**config.mk**
```make
export PLATFORM = sky130hd
export DESIGN_NAME = diff_drive_odometry_top
export DESIGN_NICKNAME = d
export VERILOG_FILES = /design/src/rtl/ddo_pkg.sv /design/src/rtl/diff_drive_odometry_top.sv /design/src/rtl/ddo_cordic.sv /design/src/rtl/ddo_mac.sv
export SDC_FILE = /design/constraint.sdc
export NUM_CORES = 2
export LEC_CHECK = 0
export BUFFER_PORTS_ARGS = -buffer_cell sky130_fd_sc_hd__buf_2
export CAP_MARGIN = 25
export CORE_ASPECT_RATIO = 2
export CORE_MARGIN = 8
export CORE_UTILIZATION = 40
export CTS_CLUSTER_DIAMETER = 80
export DETAILED_ROUTE_END_ITERATION = 8
export PLACE_DENSITY = 0.58
export SYNTH_ARGS = -nofsm -noshare
export SYNTH_HDL_FRONTEND = slang
export SYNTH_HIERARCHICAL = 1
export SYNTH_SLANG_ARGS = --single-unit
```
**constraint.sdc**
```tcl
create_clock -name clk -period 7.9 [get_ports clk]
set_input_delay 0.395 -clock clk [delete_from_list [all_inputs] [get_ports clk]]
set_output_delay 0.395 -clock clk [all_outputs]
set_load 0.02 [all_outputs]
```
**src/rtl/ddo_pkg.sv**
```systemverilog
`timescale 1ns / 1ps
// Shared types, widths and constants for the differential-drive odometry block.
// No dependencies; imported by ddo_cordic, ddo_mac, diff_drive_odometry_top and tb_top.
package ddo_pkg;

  // Fixed field and datapath widths
  localparam int TICK_W      = 16;
  localparam int REG_W       = 24;
  localparam int POS_W       = 32;
  localparam int HOUT_W      = 16;
  localparam int CFG_ADDR_W  = 2;
  localparam int IN_DATA_W   = 2 * TICK_W;
  localparam int OUT_DATA_W  = 2 * POS_W + HOUT_W;

  // Shared multiplier: chunk of a 41-bit operand times a 25-bit signed operand
  localparam int MUL_A_W     = 22;
  localparam int MUL_B_W     = 25;
  localparam int PROD_W      = MUL_A_W + MUL_B_W;
  localparam int SPLIT       = 21;
  localparam int DIST_W      = 40;
  localparam int SUM_W       = 41;
  localparam int ACC_W       = 68;
  localparam int DX_W        = 44;

  // CORDIC datapath
  localparam int CXY_W       = 33;
  localparam int TRIG_W      = 22;
  localparam int TRIG_SH     = 10;
  localparam int ATAN_N      = 24;
  localparam int ATAN_IDX_W  = 5;
  localparam logic signed [CXY_W-1:0] CORDIC_K = 33'sd652032874;

  // Register reset values
  localparam logic [REG_W-1:0] RST_LEFT_MPT   = 24'd17202;
  localparam logic [REG_W-1:0] RST_RIGHT_MPT  = 24'd17311;
  localparam logic [REG_W-1:0] RST_ANGLE_GAIN = 24'd4238490;

  localparam logic signed [POS_W-1:0] POS_MAX = 32'sh7FFF_FFFF;
  localparam logic signed [POS_W-1:0] POS_MIN = 32'sh8000_0000;

  typedef enum logic [CFG_ADDR_W-1:0] {
    CFG_LEFT_MPT   = 2'd0,
    CFG_RIGHT_MPT  = 2'd1,
    CFG_ANGLE_GAIN = 2'd2
  } cfg_idx_t;

  typedef struct packed {
    logic load;
    logic add;
  } mac_ctl_t;

  typedef struct packed {
    logic busy;
    logic done;
  } cd_stat_t;

  typedef enum logic [1:0] {
    CD_IDLE,
    CD_RUN,
    CD_FIX,
    CD_DONE
  } cd_state_t;

  typedef enum logic [4:0] {
    ST_IDLE,
    ST_ML,
    ST_MR,
    ST_DL,
    ST_DR,
    ST_HL,
    ST_HH,
    ST_HW,
    ST_HS,
    ST_CW,
    ST_XL,
    ST_XH,
    ST_YL,
    ST_YH,
    ST_XU,
    ST_YC,
    ST_YU,
    ST_DONE
  } ddo_state_t;

  // atan(2^-i) in 2^32-per-turn units
  function automatic logic [31:0] atan_lookup(input logic [ATAN_IDX_W-1:0] idx);
    logic [31:0] v;
    unique case (idx)
      5'd0:  v = 32'd536870912;
      5'd1:  v = 32'd316933406;
      5'd2:  v = 32'd167458907;
      5'd3:  v = 32'd85004756;
      5'd4:  v = 32'd42667331;
      5'd5:  v = 32'd21354465;
      5'd6:  v = 32'd10679838;
      5'd7:  v = 32'd5340245;
      5'd8:  v = 32'd2670163;
      5'd9:  v = 32'd1335087;
      5'd10: v = 32'd667544;
      5'd11: v = 32'd333772;
      5'd12: v = 32'd166886;
      5'd13: v = 32'd83443;
      5'd14: v = 32'd41722;
      5'd15: v = 32'd20861;
      5'd16: v = 32'd10430;
      5'd17: v = 32'd5215;
      5'd18: v = 32'd2608;
      5'd19: v = 32'd1304;
      5'd20: v = 32'd652;
      5'd21: v = 32'd326;
      5'd22: v = 32'd163;
      5'd23: v = 32'd81;
      default: v = 32'd0;
    endcase
    return v;
  endfunction

endpackage

```
**src/rtl/diff_drive_odometry_top.sv**
```systemverilog
`timescale 1ns / 1ps
// Top level of the differential-drive odometry pose tracker.
// Depends on ddo_pkg, ddo_mac and ddo_cordic.
//
// Usage:
//   in_*  : one beat per item. tuser[0] = kind (0 encoder update, 1 clear pose),
//           tdata = signed left and right tick deltas.
//   out_* : one beat per item with x, y (Q16.16 by default), heading as a
//           16-bit binary angle and a saturation flag in tuser.
//   cfg_* : register writes (left/right meters per tick, angle gain), always
//           ready; write only while the block is idle.
// Sequence: an update item runs from accept to out_tvalid through a CORDIC
//   start, one micro-rotation per cycle, a sign fix-up, then the x and y step
//   products, rounding and saturating adds, and one output load. The
//   multiplier works the wheel distances and heading step while the CORDIC
//   runs. in_tready returns with out_tvalid, so a new update is accepted only
//   once the previous item has reached its output load; a clear goes straight
//   from accept to the output load and frees the input the same way.
// Reset: synchronous, active low; clears the pose and heading to zero and
//   loads the register defaults.
// Stall: the result sits in an output register; the block accepts the next
//   item while it waits and holds the following result until the beat is taken.
module diff_drive_odometry_top #(
  parameter int ANGLE_BITS    = 16,
  parameter int POS_FRAC_BITS = 16,
  parameter int CORDIC_ITERS  = 16
) (
  input  logic                                clk,
  input  logic                                rst_n,
  // Input stream
  input  logic                                in_tvalid,
  output logic                                in_tready,
  input  logic [ddo_pkg::IN_DATA_W-1:0]       in_tdata,   // [15:0] left_ticks, [31:16] right_ticks
  input  logic [0:0]                          in_tuser,   // [0] kind
  // Result stream
  output logic                                out_tvalid,
  input  logic                                out_tready,
  output logic [ddo_pkg::OUT_DATA_W-1:0]      out_tdata,  // [31:0] x_pos, [63:32] y_pos,
                                                          // [79:64] heading_out
  output logic [0:0]                          out_tuser,  // [0] saturated
  // Configuration writes
  input  logic                                cfg_valid,
  output logic                                cfg_ready,
  input  logic [ddo_pkg::CFG_ADDR_W-1:0]      cfg_addr,
  input  logic [ddo_pkg::REG_W-1:0]           cfg_data
);
  import ddo_pkg::*;

  localparam int RND_SH = 45 - POS_FRAC_BITS;
  localparam logic signed [ACC_W-1:0] RND_HALF = ACC_W'(1) << (RND_SH - 1);
  localparam logic [ACC_W-1:0]        DH_HALF  = ACC_W'(1) << 31;

  ddo_state_t state_r, state_nxt;

  // Configuration registers
  logic [REG_W-1:0] lmpt_r, rmpt_r, gain_r;

  // Pose
  logic signed [POS_W-1:0]  pos_x_r, pos_y_r;
  logic [ANGLE_BITS-1:0]    heading_r;
  logic                     sat_r;

  // Per-item working registers
  logic signed [TICK_W-1:0] tl_r, tr_r;
  logic signed [DIST_W-1:0] dl_r;
  logic signed [SUM_W-1:0]  sum_r, diff_r;
  logic [ANGLE_BITS-1:0]    dh_r;
  logic signed [TRIG_W-1:0] cos_r, sin_r;
  logic signed [DX_W-1:0]   dx_r, dy_r;

  // Output register
  logic                     out_valid_r;
  logic [OUT_DATA_W-1:0]    out_data_r;
  logic                     out_user_r;

  // Shared units
  mac_ctl_t                  mac_ctl;
  logic signed [MUL_A_W-1:0] mac_a;
  logic signed [MUL_B_W-1:0] mac_b;
  logic signed [ACC_W-1:0]   acc;
  cd_stat_t                  cd_stat;
  logic                      cd_start;
  logic signed [TRIG_W-1:0]  cos_q20, sin_q20;

  logic                      in_acc, out_load;
  logic signed [DIST_W-1:0]  acc_dist;
  logic signed [ACC_W-1:0]   rnd_sum, rnd_shr;
  logic signed [DX_W-1:0]    rnd_val;
  logic [ACC_W-1:0]          dh_acc;
  logic signed [POS_W-1:0]   upd_base, upd_val;
  logic signed [DX_W-1:0]    upd_delta, upd_sum;
  logic                      upd_clip;
  logic [HOUT_W-1:0]         hout;

  ddo_mac u_mac (
    .clk   (clk),
    .rst_n (rst_n),
    .ctl   (mac_ctl),
    .op_a  (mac_a),
    .op_b  (mac_b),
    .acc   (acc)
  );

  ddo_cordic #(
    .ANGLE_BITS   (ANGLE_BITS),
    .CORDIC_ITERS (CORDIC_ITERS)
  ) u_cordic (
    .clk     (clk),
    .rst_n   (rst_n),
    .start   (cd_start),
    .angle   (heading_r),
    .stat    (cd_stat),
    .cos_q20 (cos_q20),
    .sin_q20 (sin_q20)
  );

  // Sequencer: next state
  always_comb begin
    state_nxt = state_r;
    unique case (state_r)
      ST_IDLE: if (in_tvalid) state_nxt = in_tuser[0] ? ST_DONE : ST_ML;
      ST_ML:   state_nxt = ST_MR;
      ST_MR:   state_nxt = ST_DL;
      ST_DL:   state_nxt = ST_DR;
      ST_DR:   state_nxt = ST_HL;
      ST_HL:   state_nxt = ST_HH;
      ST_HH:   state_nxt = ST_HW;
      ST_HW:   state_nxt = ST_HS;
      ST_HS:   state_nxt = ST_CW;
      ST_CW:   if (cd_stat.done) state_nxt = ST_XL;
      ST_XL:   state_nxt = ST_XH;
      ST_XH:   state_nxt = ST_YL;
      ST_YL:   state_nxt = ST_YH;
      ST_YH:   state_nxt = ST_XU;
      ST_XU:   state_nxt = ST_YC;
      ST_YC:   state_nxt = ST_YU;
      ST_YU:   state_nxt = ST_DONE;
      ST_DONE: if (!out_valid_r || out_tready) state_nxt = ST_IDLE;
      default: state_nxt = ST_IDLE;
    endcase
  end

  // Sequencer: outputs and multiplier operand selection.
  // Wide operands go through the multiplier as a low unsigned chunk (load)
  // and a high signed chunk (add, shifted by SPLIT).
  always_comb begin
    in_tready = (state_r == ST_IDLE);
    in_acc    = in_tvalid && in_tready;
    cd_start  = in_acc && !in_tuser[0];
    out_load  = (state_r == ST_DONE) && (!out_valid_r || out_tready);
    mac_ctl   = '0;
    mac_a     = '0;
    mac_b     = '0;
    unique case (state_r)
      ST_ML: begin
        mac_ctl.load = 1'b1;
        mac_a        = MUL_A_W'(tl_r);
        mac_b        = MUL_B_W'(lmpt_r);
      end
      ST_MR: begin
        mac_ctl.load = 1'b1;
        mac_a        = MUL_A_W'(tr_r);
        mac_b        = MUL_B_W'(rmpt_r);
      end
      ST_HL: begin
        mac_ctl.load = 1'b1;
        mac_a        = MUL_A_W'(diff_r[SPLIT-1:0]);
        mac_b        = MUL_B_W'(gain_r);
      end
      ST_HH: begin
        mac_ctl.add = 1'b1;
        mac_a       = MUL_A_W'($signed(diff_r[SUM_W-1:SPLIT]));
        mac_b       = MUL_B_W'(gain_r);
      end
      ST_XL: begin
        mac_ctl.load = 1'b1;
        mac_a        = MUL_A_W'(sum_r[SPLIT-1:0]);
        mac_b        = MUL_B_W'(cos_r);
      end
      ST_XH: begin
        mac_ctl.add = 1'b1;
        mac_a       = MUL_A_W'($signed(sum_r[SUM_W-1:SPLIT]));
        mac_b       = MUL_B_W'(cos_r);
      end
      ST_YL: begin
        mac_ctl.load = 1'b1;
        mac_a        = MUL_A_W'(sum_r[SPLIT-1:0]);
        mac_b        = MUL_B_W'(sin_r);
      end
      ST_YH: begin
        mac_ctl.add = 1'b1;
        mac_a       = MUL_A_W'($signed(sum_r[SUM_W-1:SPLIT]));
        mac_b       = MUL_B_W'(sin_r);
      end
      default: begin
        mac_ctl = '0;
      end
    endcase
  end

  // Accumulator taps: wheel distance, rounded position step, heading step
  always_comb begin
    acc_dist = $signed(acc[DIST_W-1:0]);
    rnd_sum  = acc + RND_HALF;
    rnd_shr  = rnd_sum >>> RND_SH;
    rnd_val  = rnd_shr[DX_W-1:0];
    dh_acc   = acc + DH_HALF;
  end

  // One saturating adder serves both x and y
  always_comb begin
    upd_base  = (state_r == ST_XU) ? pos_x_r : pos_y_r;
    upd_delta = (state_r == ST_XU) ? dx_r : dy_r;
    upd_sum   = DX_W'(upd_base) + upd_delta;
    upd_clip  = !((&upd_sum[DX_W-1:POS_W-1]) || !(|upd_sum[DX_W-1:POS_W-1]));
    if (upd_clip) begin
      upd_val = upd_sum[DX_W-1] ? POS_MIN : POS_MAX;
    end else begin
      upd_val = upd_sum[POS_W-1:0];
    end
  end

  // Rescale heading to 65536 per turn
  generate
    if (ANGLE_BITS >= HOUT_W) begin : g_hout_shr
      assign hout = heading_r[ANGLE_BITS-1 -: HOUT_W];
    end else begin : g_hout_shl
      assign hout = {heading_r, {(HOUT_W - ANGLE_BITS){1'b0}}};
    end
  endgenerate

  // Control, configuration and pose
  always_ff @(posedge clk) begin
    if (!rst_n) begin
      state_r     <= ST_IDLE;
      lmpt_r      <= RST_LEFT_MPT;
      rmpt_r      <= RST_RIGHT_MPT;
      gain_r      <= RST_ANGLE_GAIN;
      pos_x_r     <= '0;
      pos_y_r     <= '0;
      heading_r   <= '0;
      sat_r       <= 1'b0;
      out_valid_r <= 1'b0;
    end else begin
      state_r <= state_nxt;
      if (cfg_valid) begin
        unique case (cfg_addr)
          CFG_LEFT_MPT:   lmpt_r <= cfg_data;
          CFG_RIGHT_MPT:  rmpt_r <= cfg_data;
          CFG_ANGLE_GAIN: gain_r <= cfg_data;
          default: ;
        endcase
      end
      if (in_acc) begin
        sat_r <= 1'b0;
        if (in_tuser[0]) begin
          pos_x_r   <= '0;
          pos_y_r   <= '0;
          heading_r <= '0;
        end
      end
      // Heading advances only after the CORDIC has taken the old value
      if (state_r == ST_XU) begin
        pos_x_r   <= upd_val;
        sat_r     <= upd_clip;
        heading_r <= heading_r + dh_r;
      end
      if (state_r == ST_YU) begin
        pos_y_r <= upd_val;
        sat_r   <= sat_r | upd_clip;
      end
      if (out_load) begin
        out_valid_r <= 1'b1;
      end else if (out_tready) begin
        out_valid_r <= 1'b0;
      end
    end
  end

  // Datapath captures
  always_ff @(posedge clk) begin
    if (in_acc) begin
      tl_r <= in_tdata[TICK_W-1:0];
      tr_r <= in_tdata[IN_DATA_W-1:TICK_W];
    end
    if (state_r == ST_DL) begin
      dl_r <= acc_dist;
    end
    if (state_r == ST_DR) begin
      sum_r  <= SUM_W'(dl_r) + SUM_W'(acc_dist);
      diff_r <= SUM_W'(acc_dist) - SUM_W'(dl_r);
    end
    if (state_r == ST_HS) begin
      dh_r <= dh_acc[32 +: ANGLE_BITS];
    end
    if (state_r == ST_CW && cd_stat.done) begin
      cos_r <= cos_q20;
      sin_r <= sin_q20;
    end
    if (state_r == ST_YH) begin
      dx_r <= rnd_val;
    end
    if (state_r == ST_YC) begin
      dy_r <= rnd_val;
    end
    if (out_load) begin
      out_data_r <= {hout, pos_y_r, pos_x_r};
      out_user_r <= sat_r;
    end
  end

  assign cfg_ready  = 1'b1;
  assign out_tvalid = out_valid_r;
  assign out_tdata  = out_data_r;
  assign out_tuser  = out_user_r;

`ifndef ASSERT_OFF
  a_cordic_only_mid_item: assert property (@(posedge clk) disable iff (!rst_n)
    cd_stat.busy |-> !in_tready)
    else $error("cordic busy while input is open");
`endif
`ifndef ASSERT_OFF
  a_update_starts_cordic: assert property (@(posedge clk) disable iff (!rst_n)
    in_tvalid && in_tready && !in_tuser[0] |=> cd_stat.busy)
    else $error("update beat did not start the cordic");
`endif
`ifndef ASSERT_OFF
  a_clear_zeroes_pose: assert property (@(posedge clk) disable iff (!rst_n)
    in_tvalid && in_tready && in_tuser[0] |=>
      (state_r == ST_DONE) && (pos_x_r == '0) && (pos_y_r == '0) && (heading_r == '0))
    else $error("clear beat left pose nonzero");
`endif
`ifndef ASSERT_OFF
  a_sat_at_limit: assert property (@(posedge clk) disable iff (!rst_n)
    out_tvalid && out_tuser[0] |->
      (out_tdata[POS_W-1:0] == POS_MAX) || (out_tdata[POS_W-1:0] == POS_MIN) ||
      (out_tdata[2*POS_W-1:POS_W] == POS_MAX) || (out_tdata[2*POS_W-1:POS_W] == POS_MIN))
    else $error("saturation flagged with no coordinate at a limit");
`endif

endmodule

```
**src/rtl/ddo_cordic.sv**
```systemverilog
`timescale 1ns / 1ps
// Iterative rotation-mode CORDIC: one micro-rotation per cycle, cos/sin in Q.20.
// Depends on ddo_pkg.
module ddo_cordic #(
  parameter int ANGLE_BITS   = 16,
  parameter int CORDIC_ITERS = 16
) (
  input  logic                              clk,
  input  logic                              rst_n,
  input  logic                              start,
  input  logic [ANGLE_BITS-1:0]             angle,
  output ddo_pkg::cd_stat_t                 stat,
  output logic signed [ddo_pkg::TRIG_W-1:0] cos_q20,
  output logic signed [ddo_pkg::TRIG_W-1:0] sin_q20
);
  import ddo_pkg::*;

  localparam int CNT_W = $clog2(CORDIC_ITERS);

  cd_state_t               state_r, state_nxt;
  logic [CNT_W-1:0]        cnt_r;
  logic signed [CXY_W-1:0] x_r, y_r, z_r;
  logic                    flip_r;

  logic [31:0]             a32;
  logic                    flip_in;
  logic signed [CXY_W-1:0] z_init;
  logic signed [CXY_W-1:0] xs, ys, atan_v;
  logic signed [CXY_W-1:0] x_it, y_it, z_it;
  logic signed [CXY_W-1:0] x_rnd, y_rnd, x_shr, y_shr;
  logic                    last_iter;

  // Fold second and third quadrants by a half turn; negate at the end
  always_comb begin
    a32     = {angle, {(32 - ANGLE_BITS){1'b0}}};
    flip_in = a32[31] ^ a32[30];
    z_init  = CXY_W'($signed({a32[31] ^ flip_in, a32[30:0]}));
  end

  always_comb begin
    xs     = x_r >>> cnt_r;
    ys     = y_r >>> cnt_r;
    atan_v = CXY_W'(atan_lookup(ATAN_IDX_W'(cnt_r)));
    if (!z_r[CXY_W-1]) begin
      x_it = x_r - ys;
      y_it = y_r + xs;
      z_it = z_r - atan_v;
    end else begin
      x_it = x_r + ys;
      y_it = y_r - xs;
      z_it = z_r + atan_v;
    end
    last_iter = (cnt_r == CNT_W'(CORDIC_ITERS - 1));
  end

  always_comb begin
    state_nxt = state_r;
    unique case (state_r)
      CD_IDLE: if (start) state_nxt = CD_RUN;
      CD_RUN:  if (last_iter) state_nxt = CD_FIX;
      CD_FIX:  state_nxt = CD_DONE;
      CD_DONE: if (start) state_nxt = CD_RUN;
      default: state_nxt = CD_IDLE;
    endcase
  end

  always_comb begin
    stat.busy = (state_r == CD_RUN) || (state_r == CD_FIX);
    stat.done = (state_r == CD_DONE);
  end

  // Round half up from Q.30 to Q.20
  always_comb begin
    x_rnd   = x_r + CXY_W'(1 << (TRIG_SH - 1));
    y_rnd   = y_r + CXY_W'(1 << (TRIG_SH - 1));
    x_shr   = x_rnd >>> TRIG_SH;
    y_shr   = y_rnd >>> TRIG_SH;
    cos_q20 = x_shr[TRIG_W-1:0];
    sin_q20 = y_shr[TRIG_W-1:0];
  end

  always_ff @(posedge clk) begin
    if (!rst_n) begin
      state_r <= CD_IDLE;
      cnt_r   <= '0;
    end else begin
      state_r <= state_nxt;
      if (start) begin
        cnt_r <= '0;
      end else if (state_r == CD_RUN) begin
        cnt_r <= cnt_r + CNT_W'(1);
      end
    end
  end

  always_ff @(posedge clk) begin
    if (start) begin
      x_r    <= CORDIC_K;
      y_r    <= '0;
      z_r    <= z_init;
      flip_r <= flip_in;
    end else if (state_r == CD_RUN) begin
      x_r <= x_it;
      y_r <= y_it;
      z_r <= z_it;
    end else if (state_r == CD_FIX && flip_r) begin
      x_r <= -x_r;
      y_r <= -y_r;
    end
  end

`ifndef ASSERT_OFF
  a_start_not_busy: assert property (@(posedge clk) disable iff (!rst_n)
    start |-> !stat.busy)
    else $error("cordic restarted while busy");
  a_done_after_fix: assert property (@(posedge clk) disable iff (!rst_n)
    $rose(stat.done) |-> $past(state_r) == CD_FIX)
    else $error("cordic done without fix-up step");
`endif

endmodule

```
**src/rtl/ddo_mac.sv**
```systemverilog
`timescale 1ns / 1ps
// Shared signed multiplier with registered product and a split-operand accumulator.
// Depends on ddo_pkg.
module ddo_mac (
  input  logic                               clk,
  input  logic                               rst_n,
  input  ddo_pkg::mac_ctl_t                  ctl,
  input  logic signed [ddo_pkg::MUL_A_W-1:0] op_a,
  input  logic signed [ddo_pkg::MUL_B_W-1:0] op_b,
  output logic signed [ddo_pkg::ACC_W-1:0]   acc
);
  import ddo_pkg::*;

  mac_ctl_t                 ctl_r;
  logic signed [PROD_W-1:0] prod_r;
  logic signed [ACC_W-1:0]  acc_r, acc_nxt, prod_ext;

  // Load starts a product from its low chunk; add folds in the high chunk
  always_comb begin
    prod_ext = ACC_W'(prod_r);
    priority if (ctl_r.load) begin
      acc_nxt = prod_ext;
    end else if (ctl_r.add) begin
      acc_nxt = acc_r + (prod_ext <<< SPLIT);
    end else begin
      acc_nxt = acc_r;
    end
  end

  always_ff @(posedge clk) begin
    if (!rst_n) begin
      ctl_r <= '0;
    end else begin
      ctl_r <= ctl;
    end
  end

  always_ff @(posedge clk) begin
    prod_r <= PROD_W'(op_a) * PROD_W'(op_b);
    acc_r  <= acc_nxt;
  end

  assign acc = acc_r;

endmodule

```
==> impl_metrics.py <==
metrics = {
    "synth": {
        "synth_area_um2": 71100,
        "yosysWarnings": 6,
        "avgSynthCellArea_um2": 9.40,
        "syn_inst": 7567,
        "synth_nets": 8640,
    },
    "floorplan": {
        "die_w_um": 314,
        "start_util": 0.401,
        "core_region_area_um2": 177000,
        "pin_count": 148,
        "rows": 219,
        "dieArea_um2": 192000,
        "die_h_um": 612,
    },
    "final_layout": {
        "area_growth_pct": 16.3,
        "mostFrequentLayoutCell": "nand2_1",
        "layout.nets": 9062,
        "fin_util": 0.467,
        "fin_cells": 10400,
        "fill_cells": 16700,
        "layout-drive-gt1-share": 0.156,
        "mostFrequentLayoutCells": "nand2_1 (856), inv_1 (761), fa_1 (549)",
    },
    "clock_network": {
        "clock_path_buffers": 3,
        "clkTransAtPathRegs_ns": 0.07,
        "cts_sinks": 784,
        "numCtsBuffers": 81,
        "root_buffer": "clkbuf_16",
        "cts-htree-levels": 3,
        "cts_tree": "built",
        "clock_latency_ns": 0.70,
    },
    "pwr": {
        "vdd_ir_drop_max_mv": 0.460,
        "intPower_mw": 18.7,
        "p_seq_frac": 0.195,
        "power_leakage_nw": 36.2,
        "clkPwrFrac": 0.116,
        "power.switching_mw": 17.3,
        "p_sw_frac": 0.479,
        "combPwrFrac": 0.688,
        "powerDensity_nw_per_um2": 435,
        "finalPower_mw": 36.0,
    },
    "min_path": {
        "holdPathEnd": "state_r[3]$_SDFFE_PN0P_",
        "worstHoldPathType": "in -> reg",
        "worstHoldStart": "in_tvalid",
        "hold_depth": 3,
    },
    "setup_path": {
        "reg2regPathDepth": 32,
        "timing.rr.end": "u_mac/prod_r[45]$_DFF_P_",
        "path_common_cell": "fa_1",
        "r2r_start": "state_r[2]$_SDFFE_PN0P_",
        "cp_max_fo": 8,
        "slowest_stage": "fa_1",
        "startpoint_type": "flop",
        "cp.arrival_ns": 8.56,
        "cp.required_ns": 8.48,
        "endpoint_kind": "flop",
        "cpPeakStageDelay_ns": 0.55,
        "r2r_slack_ns": -0.08,
        "startpoint": "state_r[2]$_SDFFE_PN0P_",
        "path_class": "reg -> reg",
    },
    "timing": {
        "fin_tns_setup_ns": -0.104,
        "relSlewSlack": 0.324,
        "fin_crit_sh": 1.01,
        "whs_ns": 0.0752,
        "clock_skew_ns": 0.0403,
        "max_freq_mhz": 125,
        "rsz0062_at_grt": "yes",
        "hold_viol_final": 0,
        "worst_slew_pin_slew_ns": 1.01,
        "setup_ws_ns": -0.0801,
        "finalCriticalPeriod_ns": 7.98,
        "report.final.slew_viol_count": 0,
        "finalSetupViolations": 2,
    },
    "run_status": {
        "outcome": "finished with violations",
        "violations": "negative setup slack",
    },
    "grt": {
        "grt_usage": 0.226,
        "antenna_found_initial": 5,
        "grt_max_degree": 89,
        "grt_pass1_wl_um": 341000,
        "grt_overflow": 0,
        "grt_pass1_vias": 56900,
    },
    "route": {
        "drc": 0,
        "detail-route-antenna-nets": 0,
        "first_pass_iters": 8,
        "drtIter0Drc": 4570,
        "wl_um": 224000,
        "routedWlPerCell_um": 21.6,
        "vias": 57500,
        "drt-vias-per-instance": 5.54,
    },
    "place": {
        "io_buffers": 146,
        "dp.cells": 10100,
        "gp_congestion": 0.921,
        "hpwl_um": 173000,
    },
    "job": {
        "drv_cap": 0,
    },
}
## power groups by stage
stage | Combinational, mW | Sequential (mW) | Clock [mW]
2_1_floorplan | 16.7 | 6.22 | 0
3_5_place_dp | 23.4 | 7.05 | 0
4_1_cts | 24.2 | 6.99 | 4.29
5_1_grt | 27.4 | 7.06 | 4.44
6_report | 24.8 | 7.02 | 4.19
3_3_place_gp | 23.3 | 7.05 | 0
## sequential cells by signal, summed over array words and instances (netlist names), 24 cells and up
register,cells
out_tdata,80
u_mac/acc,68
u_mac/prod_r,47
sum_r,41
diff_r,40
dl_r,40
dx_r,39
dy_r,39
u_cordic/x_r,33
u_cordic/y_r,33
u_cordic/z_r,33
pos_x_r,32
pos_y_r,32
u_cordic/atan_v,30
gain_r,24
lmpt_r,24
rmpt_r,24
## per-stage QoR
stage	cell area [um^2]	setup slack [ns]
finish	82700	-0.0801
global route	82700	-0.281
CTS	82100	-0.0447
detailed placement	77500	-0.807
global placement	77400	-0.767
floorplan	71200	-0.0306
## worst max-delay path: cells and delay by family (launching register included)
kind / cells / cell delay, ns
adder cells (fa/ha/maj): 8 / 3.81
flip-flops: 1 / 0.35
AND/OR/NAND/NOR: 8 / 1.54
AO/OA/AOI/OAI: 5 / 0.87
buffers and inverters: 11 / 1.28
## routing by layer
metal  track usage  wire, um
met1         0.304     96300
met2         0.362    102000
met3        0.0324     14800
met4        0.0960     10800
met5             0        11
## final cells by class
cell class	instances	area, um^2	area share
antenna	3	7.51	0.0000908
clock inverter	44	564	0.00682
sequential	784	20300	0.245
multi-input combinational	5594	47200	0.570
timing repair buffer	745	6450	0.0780
tap	2320	2900	0.0351
inverter	783	2940	0.0356
clock buffer	107	2350	0.0284
## worst max path at each step
| stage | endpoint | depth (start not counted) |
|---|---|---|
| final | u_mac/prod_r[45]$_DFF_P_ | 32 |
| after global routing | u_mac/prod_r[45]$_DFF_P_ | 31 |
| after CTS | u_mac/prod_r[45]$_DFF_P_ | 32 |
| after detailed placement | u_mac/prod_r[45]$_DFF_P_ | 32 |
| after global placement | u_mac/prod_r[45]$_DFF_P_ | 32 |
| after floorplan | u_mac/prod_r[45]$_DFF_P_ | 32 |
## what timing repair did
item                       4_1_cts  5_1_grt
cloned                           4        3
setup buffers                   52       17
hold buffers                    56        0
hold endpoints to repair       104        0
resized for setup              141       81
setup endpoints to repair       26       26
pin swaps                      140       80
Note: power is estimated with default switching activity, not from simulation.
